==> src/rtl/core/wit_pkg.sv <==
// Package for the windowed interval timer.
// Holds field widths, action, event, mode and register codes, and the result record.
// No dependencies; every other file of the block imports it.
`timescale 1ns / 1ps
`default_nettype none

package wit_pkg;

  localparam int unsigned TimeW = 53;
  localparam int unsigned SpanW = 52;
  localparam int unsigned CfgIdxW = 2;

  localparam logic [SpanW-1:0] WindowGapUs = SpanW'(100000);

  typedef enum logic [2:0] {
    ACT_START     = 3'd0,
    ACT_TICK      = 3'd1,
    ACT_STOP      = 3'd2,
    ACT_PAUSE     = 3'd3,
    ACT_RESUME    = 3'd4,
    ACT_RESET_IVL = 3'd5
  } action_e;

  typedef enum logic [2:0] {
    EV_WAIT    = 3'd0,
    EV_START   = 3'd1,
    EV_ERROR   = 3'd2,
    EV_END     = 3'd3,
    EV_TRIG    = 3'd4,
    EV_MAXWORK = 3'd5,
    EV_REJECT  = 3'd6
  } event_e;

  typedef enum logic [1:0] {
    MODE_IDLE = 2'd0,
    MODE_WAIT = 2'd1,
    MODE_RUN  = 2'd2
  } mode_e;

  typedef enum logic [CfgIdxW-1:0] {
    REG_START_TIME = 2'd0,
    REG_END_TIME   = 2'd1,
    REG_INTERVAL   = 2'd2,
    REG_MAX_WORK   = 2'd3
  } cfg_idx_e;

  typedef struct packed {
    event_e           ev;
    logic [TimeW-1:0] tstamp;
    logic             last;
  } res_t;

endpackage

`default_nettype wire

==> src/rtl/core/wit_intf.sv <==
// Valid/ready channel interfaces of the windowed interval timer.
// Input request, result and register write channels; depends on wit_pkg.
`timescale 1ns / 1ps
`default_nettype none

interface wit_in_if import wit_pkg::*; ();
  logic             valid;
  logic             ready;
  logic [2:0]       action;
  logic [TimeW-1:0] now_us;

  modport source (output valid, action, now_us, input ready);
  modport sink (input valid, action, now_us, output ready);
endinterface

interface wit_out_if import wit_pkg::*; ();
  logic             valid;
  logic             ready;
  logic [2:0]       event_res;
  logic [TimeW-1:0] event_time_us;
  logic             last_of_run;

  modport source (output valid, event_res, event_time_us, last_of_run, input ready);
  modport sink (input valid, event_res, event_time_us, last_of_run, output ready);
endinterface

interface wit_cfg_if import wit_pkg::*; ();
  logic               valid;
  logic               ready;
  logic [CfgIdxW-1:0] index;
  logic [TimeW-1:0]   data;

  modport source (output valid, index, data, input ready);
  modport sink (input valid, index, data, output ready);
endinterface

`default_nettype wire

==> src/rtl/core/windowed_interval_timer.sv <==
// Windowed interval timer: input register, one pass of compare logic, result buffer.
// A request's results are registered; one request per cycle while the result buffer has room.
// A request with two results holds the result buffer for two output transfers.
// The pass reads and updates the timer state and only reads the configuration registers.
// Reset is asynchronous and clears the mode, flags, buffer counts and configuration registers.
// Depends on wit_pkg and the channel interfaces in wit_intf.sv.
`timescale 1ns / 1ps
`default_nettype none

module windowed_interval_timer import wit_pkg::*; (
  input  wire logic clk_i,
  input  wire logic rst_ni,
  wit_cfg_if.sink   cfg_i,
  wit_in_if.sink    in_i,
  wit_out_if.source out_o
);

  logic [TimeW-1:0] start_time_q, end_time_q;
  logic [SpanW-1:0] interval_q, max_work_q;

  logic             in_valid_q;
  logic [2:0]       in_action_q;
  logic [TimeW-1:0] in_now_q;

  mode_e            mode_q, mode_d;
  logic             phase_q, phase_d;
  logic             pause_q, pause_d;
  logic             rpend_q, rpend_d;
  logic [TimeW-1:0] ltt_q, ltt_d;

  res_t             res0_q, res1_q, res0_d, res1_d;
  logic [1:0]       cnt_q, cnt_d;

  logic             fire, pop, settings_ok, trig, phase_mid;
  logic [TimeW-1:0] elapsed, elapsed_eff, work;
  logic [SpanW-1:0] ivl_less_gap;
  logic [1:0]       nres;
  event_e           ev0, ev1;

  assign cfg_i.ready = 1'b1;

  always_ff @(posedge clk_i or negedge rst_ni) begin
    if (!rst_ni) begin
      start_time_q <= '0;
      end_time_q   <= '0;
      interval_q   <= '0;
      max_work_q   <= '0;
    end else if (cfg_i.valid) begin
      unique case (cfg_idx_e'(cfg_i.index))
        REG_START_TIME: start_time_q <= cfg_i.data;
        REG_END_TIME:   end_time_q   <= cfg_i.data;
        REG_INTERVAL:   interval_q   <= cfg_i.data[SpanW-1:0];
        REG_MAX_WORK:   max_work_q   <= cfg_i.data[SpanW-1:0];
        default: ;
      endcase
    end
  end

  assign pop         = out_o.valid && out_o.ready;
  assign fire        = in_valid_q && ((cnt_q == 2'd0) || ((cnt_q == 2'd1) && out_o.ready));
  assign in_i.ready  = !in_valid_q || fire;

  always_ff @(posedge clk_i or negedge rst_ni) begin
    if (!rst_ni) begin
      in_valid_q <= 1'b0;
    end else if (in_i.ready) begin
      in_valid_q <= in_i.valid;
    end
  end

  always_ff @(posedge clk_i) begin
    if (in_i.valid && in_i.ready) begin
      in_action_q <= in_i.action;
      in_now_q    <= in_i.now_us;
    end
  end

  assign ivl_less_gap = interval_q - WindowGapUs;
  assign settings_ok  = (interval_q != '0) && (end_time_q >= start_time_q) &&
                        ((max_work_q == '0) ||
                         ((interval_q > WindowGapUs) && (max_work_q < ivl_less_gap)));

  assign elapsed     = in_now_q - ltt_q;
  assign elapsed_eff = rpend_q ? '0 : elapsed;
  assign trig        = !phase_q && (elapsed_eff >= {1'b0, interval_q});
  assign phase_mid   = phase_q || trig;
  assign work        = trig ? '0 : elapsed_eff;

  always_comb begin
    mode_d  = mode_q;
    phase_d = phase_q;
    pause_d = pause_q;
    rpend_d = rpend_q;
    ltt_d   = ltt_q;
    nres    = 2'd0;
    ev0     = EV_WAIT;
    ev1     = EV_WAIT;
    unique case (in_action_q)
      ACT_START: begin
        nres = 2'd1;
        if (settings_ok) begin
          pause_d = 1'b0;
          mode_d  = MODE_WAIT;
          ev0     = EV_WAIT;
        end else begin
          ev0 = EV_REJECT;
        end
      end
      ACT_TICK: begin
        if (mode_q == MODE_WAIT) begin
          if (in_now_q >= start_time_q) begin
            mode_d  = MODE_RUN;
            phase_d = 1'b0;
            ltt_d   = '0;
            nres    = 2'd1;
            ev0     = EV_START;
          end else if (in_now_q > end_time_q) begin
            mode_d = MODE_IDLE;
            nres   = 2'd1;
            ev0    = EV_ERROR;
          end
        end else if ((mode_q == MODE_RUN) && !pause_q) begin
          if (in_now_q >= end_time_q) begin
            mode_d = MODE_IDLE;
            nres   = 2'd1;
            ev0    = EV_END;
          end else begin
            rpend_d = 1'b0;
            if (rpend_q || trig) begin
              ltt_d = in_now_q;
            end
            phase_d = phase_mid;
            if (trig) begin
              nres = 2'd1;
              ev0  = EV_TRIG;
            end
            if (phase_mid && ((max_work_q == '0) || (work >= {1'b0, max_work_q}))) begin
              phase_d = 1'b0;
              if (trig) begin
                nres = 2'd2;
                ev1  = EV_MAXWORK;
              end else begin
                nres = 2'd1;
                ev0  = EV_MAXWORK;
              end
            end
          end
        end
      end
      ACT_STOP: begin
        if (mode_q == MODE_WAIT) begin
          nres = 2'd1;
          ev0  = EV_ERROR;
        end
        mode_d = MODE_IDLE;
      end
      ACT_PAUSE:     pause_d = 1'b1;
      ACT_RESUME:    pause_d = 1'b0;
      ACT_RESET_IVL: rpend_d = 1'b1;
      default: ;
    endcase
  end

  always_ff @(posedge clk_i or negedge rst_ni) begin
    if (!rst_ni) begin
      mode_q  <= MODE_IDLE;
      phase_q <= 1'b0;
      pause_q <= 1'b0;
      rpend_q <= 1'b0;
      ltt_q   <= '0;
    end else if (fire) begin
      mode_q  <= mode_d;
      phase_q <= phase_d;
      pause_q <= pause_d;
      rpend_q <= rpend_d;
      ltt_q   <= ltt_d;
    end
  end

  always_comb begin
    res0_d = res0_q;
    res1_d = res1_q;
    cnt_d  = cnt_q;
    if (fire) begin
      res0_d = '{ev: ev0, tstamp: in_now_q, last: (nres == 2'd1)};
      res1_d = '{ev: ev1, tstamp: in_now_q, last: 1'b1};
      cnt_d  = nres;
    end else if (pop) begin
      res0_d = res1_q;
      cnt_d  = cnt_q - 2'd1;
    end
  end

  always_ff @(posedge clk_i or negedge rst_ni) begin
    if (!rst_ni) begin
      cnt_q <= 2'd0;
    end else begin
      cnt_q <= cnt_d;
    end
  end

  always_ff @(posedge clk_i) begin
    res0_q <= res0_d;
    res1_q <= res1_d;
  end

  assign out_o.valid         = (cnt_q != 2'd0);
  assign out_o.event_res     = res0_q.ev;
  assign out_o.event_time_us = res0_q.tstamp;
  assign out_o.last_of_run   = res0_q.last;

  a_first_of_two_not_last: assert property (@(posedge clk_i) disable iff (!rst_ni)
    (cnt_q == 2'd2) |-> !res0_q.last)
    else $error("first of two buffered results is marked last");

  a_single_is_last: assert property (@(posedge clk_i) disable iff (!rst_ni)
    (cnt_q == 2'd1) |-> res0_q.last)
    else $error("sole buffered result is not marked last");

  a_stall_holds_item: assert property (@(posedge clk_i) disable iff (!rst_ni)
    !in_i.ready |-> in_valid_q)
    else $error("input stalled with no request held");

  a_run_from_wait: assert property (@(posedge clk_i) disable iff (!rst_ni)
    ((mode_q == MODE_RUN) && ($past(mode_q) != MODE_RUN)) |-> ($past(mode_q) == MODE_WAIT))
    else $error("running entered from a mode other than waiting");

  a_buffer_bound: assert property (@(posedge clk_i) disable iff (!rst_ni)
    fire |=> (cnt_q == $past(nres)))
    else $error("result count does not match the pass that loaded it");

endmodule

`default_nettype wire

==> src/flat_wrapper.sv <==
// flat-port wrapper written by rule: the top's interface ports become plain ports
module windowed_interval_timer_flat import wit_pkg::*;
  (clk_i, rst_ni, cfg_i_valid, cfg_i_index, cfg_i_data, cfg_i_ready, in_i_valid, in_i_action, in_i_now_us, in_i_ready, out_o_valid, out_o_event_res, out_o_event_time_us, out_o_last_of_run, out_o_ready);
  wit_cfg_if cfg_i_i ();
  wit_in_if in_i_i ();
  wit_out_if out_o_i ();
  input  wire logic clk_i;
  input  wire logic rst_ni;
  input wire logic [$bits(cfg_i_i.valid)-1:0] cfg_i_valid;
  input wire logic [$bits(cfg_i_i.index)-1:0] cfg_i_index;
  input wire logic [$bits(cfg_i_i.data)-1:0] cfg_i_data;
  output wire logic [$bits(cfg_i_i.ready)-1:0] cfg_i_ready;
  input wire logic [$bits(in_i_i.valid)-1:0] in_i_valid;
  input wire logic [$bits(in_i_i.action)-1:0] in_i_action;
  input wire logic [$bits(in_i_i.now_us)-1:0] in_i_now_us;
  output wire logic [$bits(in_i_i.ready)-1:0] in_i_ready;
  output wire logic [$bits(out_o_i.valid)-1:0] out_o_valid;
  output wire logic [$bits(out_o_i.event_res)-1:0] out_o_event_res;
  output wire logic [$bits(out_o_i.event_time_us)-1:0] out_o_event_time_us;
  output wire logic [$bits(out_o_i.last_of_run)-1:0] out_o_last_of_run;
  input wire logic [$bits(out_o_i.ready)-1:0] out_o_ready;
  assign cfg_i_i.valid = cfg_i_valid;
  assign cfg_i_i.index = cfg_i_index;
  assign cfg_i_i.data = cfg_i_data;
  assign cfg_i_ready = cfg_i_i.ready;
  assign in_i_i.valid = in_i_valid;
  assign in_i_i.action = in_i_action;
  assign in_i_i.now_us = in_i_now_us;
  assign in_i_ready = in_i_i.ready;
  assign out_o_valid = out_o_i.valid;
  assign out_o_event_res = out_o_i.event_res;
  assign out_o_event_time_us = out_o_i.event_time_us;
  assign out_o_last_of_run = out_o_i.last_of_run;
  assign out_o_i.ready = out_o_ready;
  windowed_interval_timer u_core (.clk_i(clk_i), .rst_ni(rst_ni), .cfg_i(cfg_i_i), .in_i(in_i_i), .out_o(out_o_i));
endmodule
==> config.mk <==
export PLATFORM = sky130hd
export DESIGN_NAME = windowed_interval_timer_flat
export DESIGN_NICKNAME = d
export VERILOG_FILES = /design/src/rtl/core/wit_pkg.sv /design/src/rtl/core/wit_intf.sv /design/src/rtl/core/windowed_interval_timer.sv /design/src/flat_wrapper.sv
export SDC_FILE = /design/constraint.sdc
export NUM_CORES = 1
export LEC_CHECK = 0
export BUFFER_PORTS_ARGS = -buffer_cell sky130_fd_sc_hd__buf_2
export CORE_ASPECT_RATIO = 1.75
export CORE_UTILIZATION = 50
export CTS_CLUSTER_DIAMETER = 40
export DETAILED_ROUTE_END_ITERATION = 7
export GPL_TIMING_DRIVEN = 0
export PLACE_DENSITY = 0.68
export SYNTH_ARGS = -nofsm -noshare
export SYNTH_HDL_FRONTEND = slang
export SYNTH_SLANG_ARGS = --single-unit
==> constraint.sdc <==
create_clock -name clk_i -period 17.5 [get_ports clk_i]
set_clock_uncertainty 0.05 [all_clocks]
set_input_delay 3.5 -clock clk_i [delete_from_list [all_inputs] [get_ports clk_i]]
set_output_delay 3.5 -clock clk_i [all_outputs]
set_load 0.01 [all_outputs]
==> run_results.csv, run 1 <==
group,metric,value,unit
grt,gr-total-overflow,0,
worst_setup_path,crit_fanout,10,
logic_synthesis,synth_nets,3443,
logic_synthesis,synth_compound_gate_area_share,0.1429,
logic_synthesis,synth_cell_types,85,
worst_setup_path,path_class,"reg -> reg",
grt,antenna_found_initial,3,
placement,globalplace.congestion,0.9445,
worst_setup_path,cp-start-kind,"flip-flop",
clocking,cts_hold_buf,0,
pwr,p_per_area,140.1,nW/um^2
logic_synthesis,synth_top_area_frac,0.2346,
logic_synthesis,yosys_register_bits,438,
logic_synthesis,synthMuxAreaShare,0.06410,
timing,setup_violations,0,
grt,grt_usage,0.3167,
worst_setup_path,crit_slowest_cell,"a221oi_1",
worst_setup_path,critical-path-top-delay-family,"compound AO/OA/AOI/OAI gates",
timing,relSlewSlack,0.2575,
floorplan,dieArea,58820,um^2
logic_synthesis,synth-xor-area-share,0.02545,
worst_setup_path,arrival,11.75,ns
timing,timing.fmax,88.14,MHz
logic_synthesis,synth.area.top_cells,"dfrtp_1 23%, edfxtp_1 17%, ha_1 16%",
cells_and_area,layout_commonest_cell,"nand2_1",
worst_setup_path,crit_path_end_kind,"flip-flop",
pwr,peakVddDrop,123.3,uV
logic_synthesis,synth_top_area_cell,"dfrtp_1",
logic_synthesis,syn_area,28910,um^2
logic_synthesis,synth_edf_count,167,
worst_setup_path,critical_path_required,17.90,ns
pwr,clockPowerShare,0.234,
clocking,htreeDepth,2,
floorplan,die_w,183.8,um
cells_and_area,final_cell_mix,"387 x nand2_1, 371 x ha_1, 294 x inv_1, 271 x dfrtp_1, 189 x buf_2",
timing,finalHoldViolations,0,
grt,grt_pass1_wl,138700,um
floorplan,die_h,320.1,um
grt,grt_pass1_vias,24512,
drt,detail-route-antenna-nets,0,
floorplan,core_area,57180,um^2
cells_and_area,fin_nets,3673,
logic_synthesis,synth_top_family_by_area,"adder cells",
cells_and_area,final_util,0.5691,
clocking,cts_resized,0,
worst_setup_path,cpPeakStageDelay,0.76,ns
clocking,cts-root-buf,"clkbuf_16",
timing,setup_tns,0,ns
pwr,switchingPower,1850,uW
drt,wl,91750,um
logic_synthesis,syn_area_per_cell,9.783,um^2
placement,dp_hpwl,75050,um
drt,vias_per_cell,5.899,
logic_synthesis,synthFlopType,"dfrtp_1",
timing,post-route-period-util,0.6483,
cells_and_area,nFillCells,5128,
floorplan,io_pins,176,
drt,drt_iter0_drc,1352,
logic_synthesis,yosysWarnings,0,
worst_hold_path,worstHoldStart,"u_core.res1_q[36]",
clocking,cts_buffer_depth,3,
outcome,status,"finished clean",
pwr,combPwrFrac,0.409,
clocking,cts_tree,"yes",
worst_hold_path,hp-class,"reg -> reg",
cells_and_area,syn2layout_area_growth,12.56,%
clocking,path_clk_slew,0.07,ns
pwr,p_sw_frac,0.4056,
timing,final.min_clock_period,11.35,ns
timing,rsz0062_at_grt,"no",
grt,grt_max_degree,122,
logic_synthesis,synthArstFlopShare,0.6187,
worst_setup_path,crit_buf_inv,3,
logic_synthesis,syn_inst,2955,
pwr,p_int,2710,uW
drt,drtPass1Iterations,8,
clocking,cts_setup_buffers,0,
timing,tightest_slew,1.112,ns
drt,wl_per_cell,22.99,um
worst_setup_path,crit_start,"u_core.in_now_q[0]",
flow_run,maxCapViolCount,0,
logic_synthesis,seq_area_frac_synth,0.4080,
placement,port_buffers,174,
floorplan,rows,116,
floorplan,start_util,0.5056,
clocking,clock_sinks,438,
drt,dr_total_vias,23541,
drt,route.detailed.drc,0,
pwr,pwr-share-seq,0.357,
worst_setup_path,r2r_start,"u_core.in_now_q[0]",
timing,slew_viol_final,0,
logic_synthesis,synthSimpleGateAreaFrac,0.1433,
clocking,numCtsBuffers,48,
cells_and_area,layout-drive-gt1-share,0.1520,
pwr,p_leak,0.01458,uW
clocking,insertion_delay,0.61,ns
logic_synthesis,synth_fa_ha_area_frac,0.1613,
[worst reg2reg max path, delay by kind of cell (launching register included)]
| kind | cells | cell delay (ns) |
|---|---|---|
| buffers and inverters | 3 | 0.81 |
| AO/OA/AOI/OAI | 20 | 6.02 |
| XOR/XNOR | 1 | 0.37 |
| AND/OR/NAND/NOR | 9 | 1.93 |
| flip-flops | 1 | 0.44 |
| adder cells (fa/ha/maj) | 5 | 1.58 |
[cell type report]
cell class	instances	area, um^2	share of cell area
antenna	1	2.502	0.00007690
buffer	98	480.5	0.01476
clock buffer	55	1259	0.03868
clock inverter	33	400.4	0.01230
inverter	295	1107	0.03403
multi-input combinational	2124	15530	0.4773
sequential	438	11800	0.3625
tap	767	959.7	0.02949
timing repair buffer	180	1003	0.03084
[metrics by stage]
stage / power [uW] / area (um^2) / instances / hold WS, ns / worst slack [ns]
after floorplan: 2785 / 28910 / 2955 / 0.4006 / 9.671
after global placement: 3406 / 30740 / 3896 / 0.4475 / 6.505
after CTS: 4568 / 32540 / 3990 / 0.4657 / 6.310
final: 4560 / 32540 / 3991 / 0.4652 / 6.154
after global routing: 4838 / 32540 / 3990 / 0.4860 / 5.810
after detailed placement: 3485 / 30880 / 3902 / 0.4507 / 6.324
[per-layer routing]
metal  routed length [um]  part of all wire  vias to the layer above  GRT usage
met3                 3397             0.037                      301    0.03463
li1                     -                 -                    11091          -
met5                   26           0.00028                        -          0
met1                30640              0.33                    11417     0.3067
met2                48490              0.53                      728     0.5879
met4                 9189              0.10                        4     0.2737
[worst paths after layout]
check	slack, ns	depth (start not counted)	to
setup / recovery	6.15	38	u_core.out_o.last_of_run
hold / removal	0.47	2	u_core.out_o.event_time_us[35]
setup reg to reg	6.15	38	u_core.out_o.last_of_run
hold reg to reg	0.47	2	u_core.out_o.event_time_us[35]
max in group asynchronous	13.51	2	u_core.cnt_q[1]
min in group asynchronous	2.81	1	u_core.max_work_q[42]
[power by group through the flow]
stage | sequential (uW) | clock, uW | combinational (uW)
2_1_floorplan | 1590 | 0 | 1200
3_3_place_gp | 1650 | 0 | 1760
5_1_grt | 1650 | 1120 | 2070
3_5_place_dp | 1640 | 0 | 1840
4_1_cts | 1630 | 1080 | 1860
6_report | 1630 | 1070 | 1870
[flip-flops by register name, summed over array words and instances, names as in the netlist, 2 cells and up]
signal and flops:
u_core.out_o.event_res 3, u_core.max_work_q 52, u_core.interval_q 52, u_core.out_o.event_time_us 53
u_core.cnt_q 2, u_core.ltt_q 53, u_core.in_action_q 3, u_core.mode_q 2
u_core.in_now_q 53, u_core.res1_q 54, u_core.start_time_q 53, u_core.end_time_q 53
[cells in the mapped netlist, types with 18 or more instances]
master and number:
ha_1 371, nand4_1 83, o21ai_0 139, clkbuf_1 62
a21o_1 55, nor2b_1 41, nor3_1 66, nand2_1 387
nor2_1 139, a211oi_1 37, nor4_1 39, xnor2_1 67
inv_1 295, mux2_2 161, dfrtp_1 271, o2bb2ai_1 46
o21a_1 18, a21oi_1 174, nand3_1 42, edfxtp_1 167
[cell families after synthesis]
group / Yosys count
compound gates: 619
xor+xnor: 84
fa+ha+maj: 372
buf+inv: 393
flops: 438
mux: 165
other cells: 1
simple gates: 883
Power figures use the tool's default switching activity.
==> run 2: changes to the inputs <==
clock period = 11.4 ns   (was 17.5 ns; I/O delays follow)
==> run 2 against run 1 <==
Non-clock buffer count did not move. Critical path type unchanged. Clock power rose by 53%. Wire length barely moved. Sequential share of layout area barely moved. Critical endpoint unchanged. Flip-flop and latch count did not move. Combinational power rose by 53%. Hold slack barely moved. Design area barely moved.
==> run_results.csv, run 2 (same netlist as run 1, synthesis figures left out) <==
group,metric,value,unit
grt,antenna_found_initial,3,
timing,timing.fmax,91.08,MHz
pwr,peakVddDrop,188.7,uV
cells_and_area,layoutNonFillerInstCount,3991,
cells_and_area,seq_area,11800,um^2
cells_and_area,regMostFlops,"u_core.res1_q",
worst_setup_path,cpPeakStageDelay,0.71,ns
worst_setup_path,critical_path_required,11.69,ns
clocking,cts_setup_buffers,0,
cells_and_area,postLayoutCellArea,32560,um^2
timing,setup_violations,0,
cells_and_area,nFillCells,5123,
floorplan,dieArea,58820,um^2
timing,tightest_slew,1.043,ns
timing,setup_tns,0,ns
floorplan,io_pins,176,
cells_and_area,largest_reg_flops,54,
grt,top_usage_layer,"met2",
worst_setup_path,crit_path_end_kind,"flip-flop",
placement,globalplace.congestion,0.9445,
floorplan,rows,116,
placement,dp_cells,3902,
grt,gr-total-overflow,0,
cells_and_area,multi_input_area,15550,um^2
worst_setup_path,crit_slowest_cell,"clkbuf_1",
drt,drtPass1Iterations,5,
cells_and_area,final_cell_mix,"387 x nand2_1, 371 x ha_1, 294 x inv_1, 271 x dfrtp_1, 189 x buf_2",
worst_setup_path,path_class,"reg -> reg",
cells_and_area,syn2layout_area_growth,12.61,%
worst_setup_path,arrival,11.27,ns
clocking,cts_buffer_depth,3,
drt,dr_total_vias,23505,
placement,place_area,30880,um^2
timing,post-route-period-util,0.9630,
cells_and_area,layout-drive-gt1-share,0.1527,
grt,grt_max_degree,122,
timing,relSlewSlack,0.3032,
clocking,path_clk_slew,0.06,ns
grt,grt_pass1_vias,24512,
placement,dp_hpwl,75050,um
outcome,status,"finished clean",
grt,grt_pass1_wl,138700,um
floorplan,die_h,320.1,um
drt,wl,91710,um
grt,met1_usage,0.3067,
grt,grt_use_met3,0.03463,
worst_setup_path,crit_fanout,10,
timing,rsz0062_at_grt,"no",
drt,detail-route-antenna-nets,0,
flow_run,maxCapViolCount,0,
clocking,cts_tree,"yes",
timing,slew_viol_final,0,
clocking,insertion_delay,0.61,ns
worst_setup_path,cp_common_cell,"a21oi_1",
drt,vias_per_cell,5.890,
clocking,clock_sinks,438,
worst_hold_path,hp-class,"reg -> reg",
clocking,cts-root-buf,"clkbuf_16",
worst_setup_path,cp-start-kind,"flip-flop",
clocking,numCtsBuffers,48,
floorplan,die_w,183.8,um
drt,drt_iter0_drc,1320,
timing,finalHoldViolations,0,
timing,final.min_clock_period,10.98,ns
floorplan,core_area,57180,um^2
floorplan,start_util,0.5056,
drt,route.detailed.drc,0,
grt,grt_usage,0.3167,
cells_and_area,fin_nets,3673,
pwr,p_leak,0.01459,uW
clocking,htreeDepth,2,
pwr,power.total,6998,uW
pwr,p_per_area,215.0,nW/um^2
cells_and_area,layout_commonest_cell,"nand2_1",
grt,grtUsageMet2,0.5879,
placement,port_buffers,174,
drt,wl_per_cell,22.98,um
==> run 2: changes by cell type in the layout (fill, tap and decap cells not counted) <==
cell      previous run  this run
o41ai_1              3         2
a221oi_2             0         1
o41ai_2              0         1
a221oi_1             8         7
==> run 2: report_power, final <==
group          internal [uW]  total [uW]  leakage [uW]  switching [uW]
Combinational           1070        2860       0.00882            1790
Sequential              2150        2500       0.00496             354
Clock                    949        1640      0.000811             689
==> run 2: metrics by stage <==
stage	utilization	setup slack [ns]	hold WS, ns
after floorplan	-	3.571	0.4006
after global placement	0.5376	0.4047	0.4475
after detailed placement	0.5400	0.2235	0.4507
after CTS	0.5690	0.2099	0.4657
after global routing	0.5693	0.08047	0.4860
final	0.5693	0.4212	0.4655
==> run 2: worst paths after layout <==
check                                    startpoint                              to  slack (ns)  depth (start not counted)
worst max-delay path            u_core.in_now_q[14]        u_core.out_o.last_of_run        0.42                         37
worst min-delay path              u_core.res1_q[52]  u_core.out_o.event_time_us[51]        0.47                          2
worst max register to register  u_core.in_now_q[14]        u_core.out_o.last_of_run        0.42                         37
worst min register to register    u_core.res1_q[52]  u_core.out_o.event_time_us[51]        0.47                          2
max in group asynchronous                    rst_ni                 u_core.cnt_q[1]        8.64                          2
min in group asynchronous                    rst_ni           u_core.max_work_q[42]        1.59                          1
==> run 2: layout make-up <==
type / instances / area share
Multi-Input combinational cell: 2124 / 0.4776
Sequential cell: 438 / 0.3623
Clock buffer: 55 / 0.03866
Inverter: 295 / 0.03401
Timing Repair Buffer: 180 / 0.03082
Tap cell: 767 / 0.02948
Buffer: 98 / 0.01476
Clock inverter: 33 / 0.01230
Antenna cell: 1 / 0.00007686
==> run 2: worst max-delay path: cells and delay by family (launching register included) <==
kind / cells / cell delay (ns)
fa+ha+maj: 4 / 1.35
flops: 1 / 0.56
compound gates: 16 / 4.01
buf+inv: 3 / 1.21
xor+xnor: 1 / 0.53
simple gates: 13 / 2.96
==> run 2: what timing repair did <==
action / 4_1_cts / 5_1_grt
resized for setup: 0 / 2
setup endpoints to repair: 0 / 3
hold buffers: 0 / 0
==> run 2: routing by layer <==
metal	vias to the layer above	part of all wire
met5	-	0.00028
met4	4	0.10
met3	315	0.036
met2	723	0.53
met1	11375	0.34
li1	11088	-
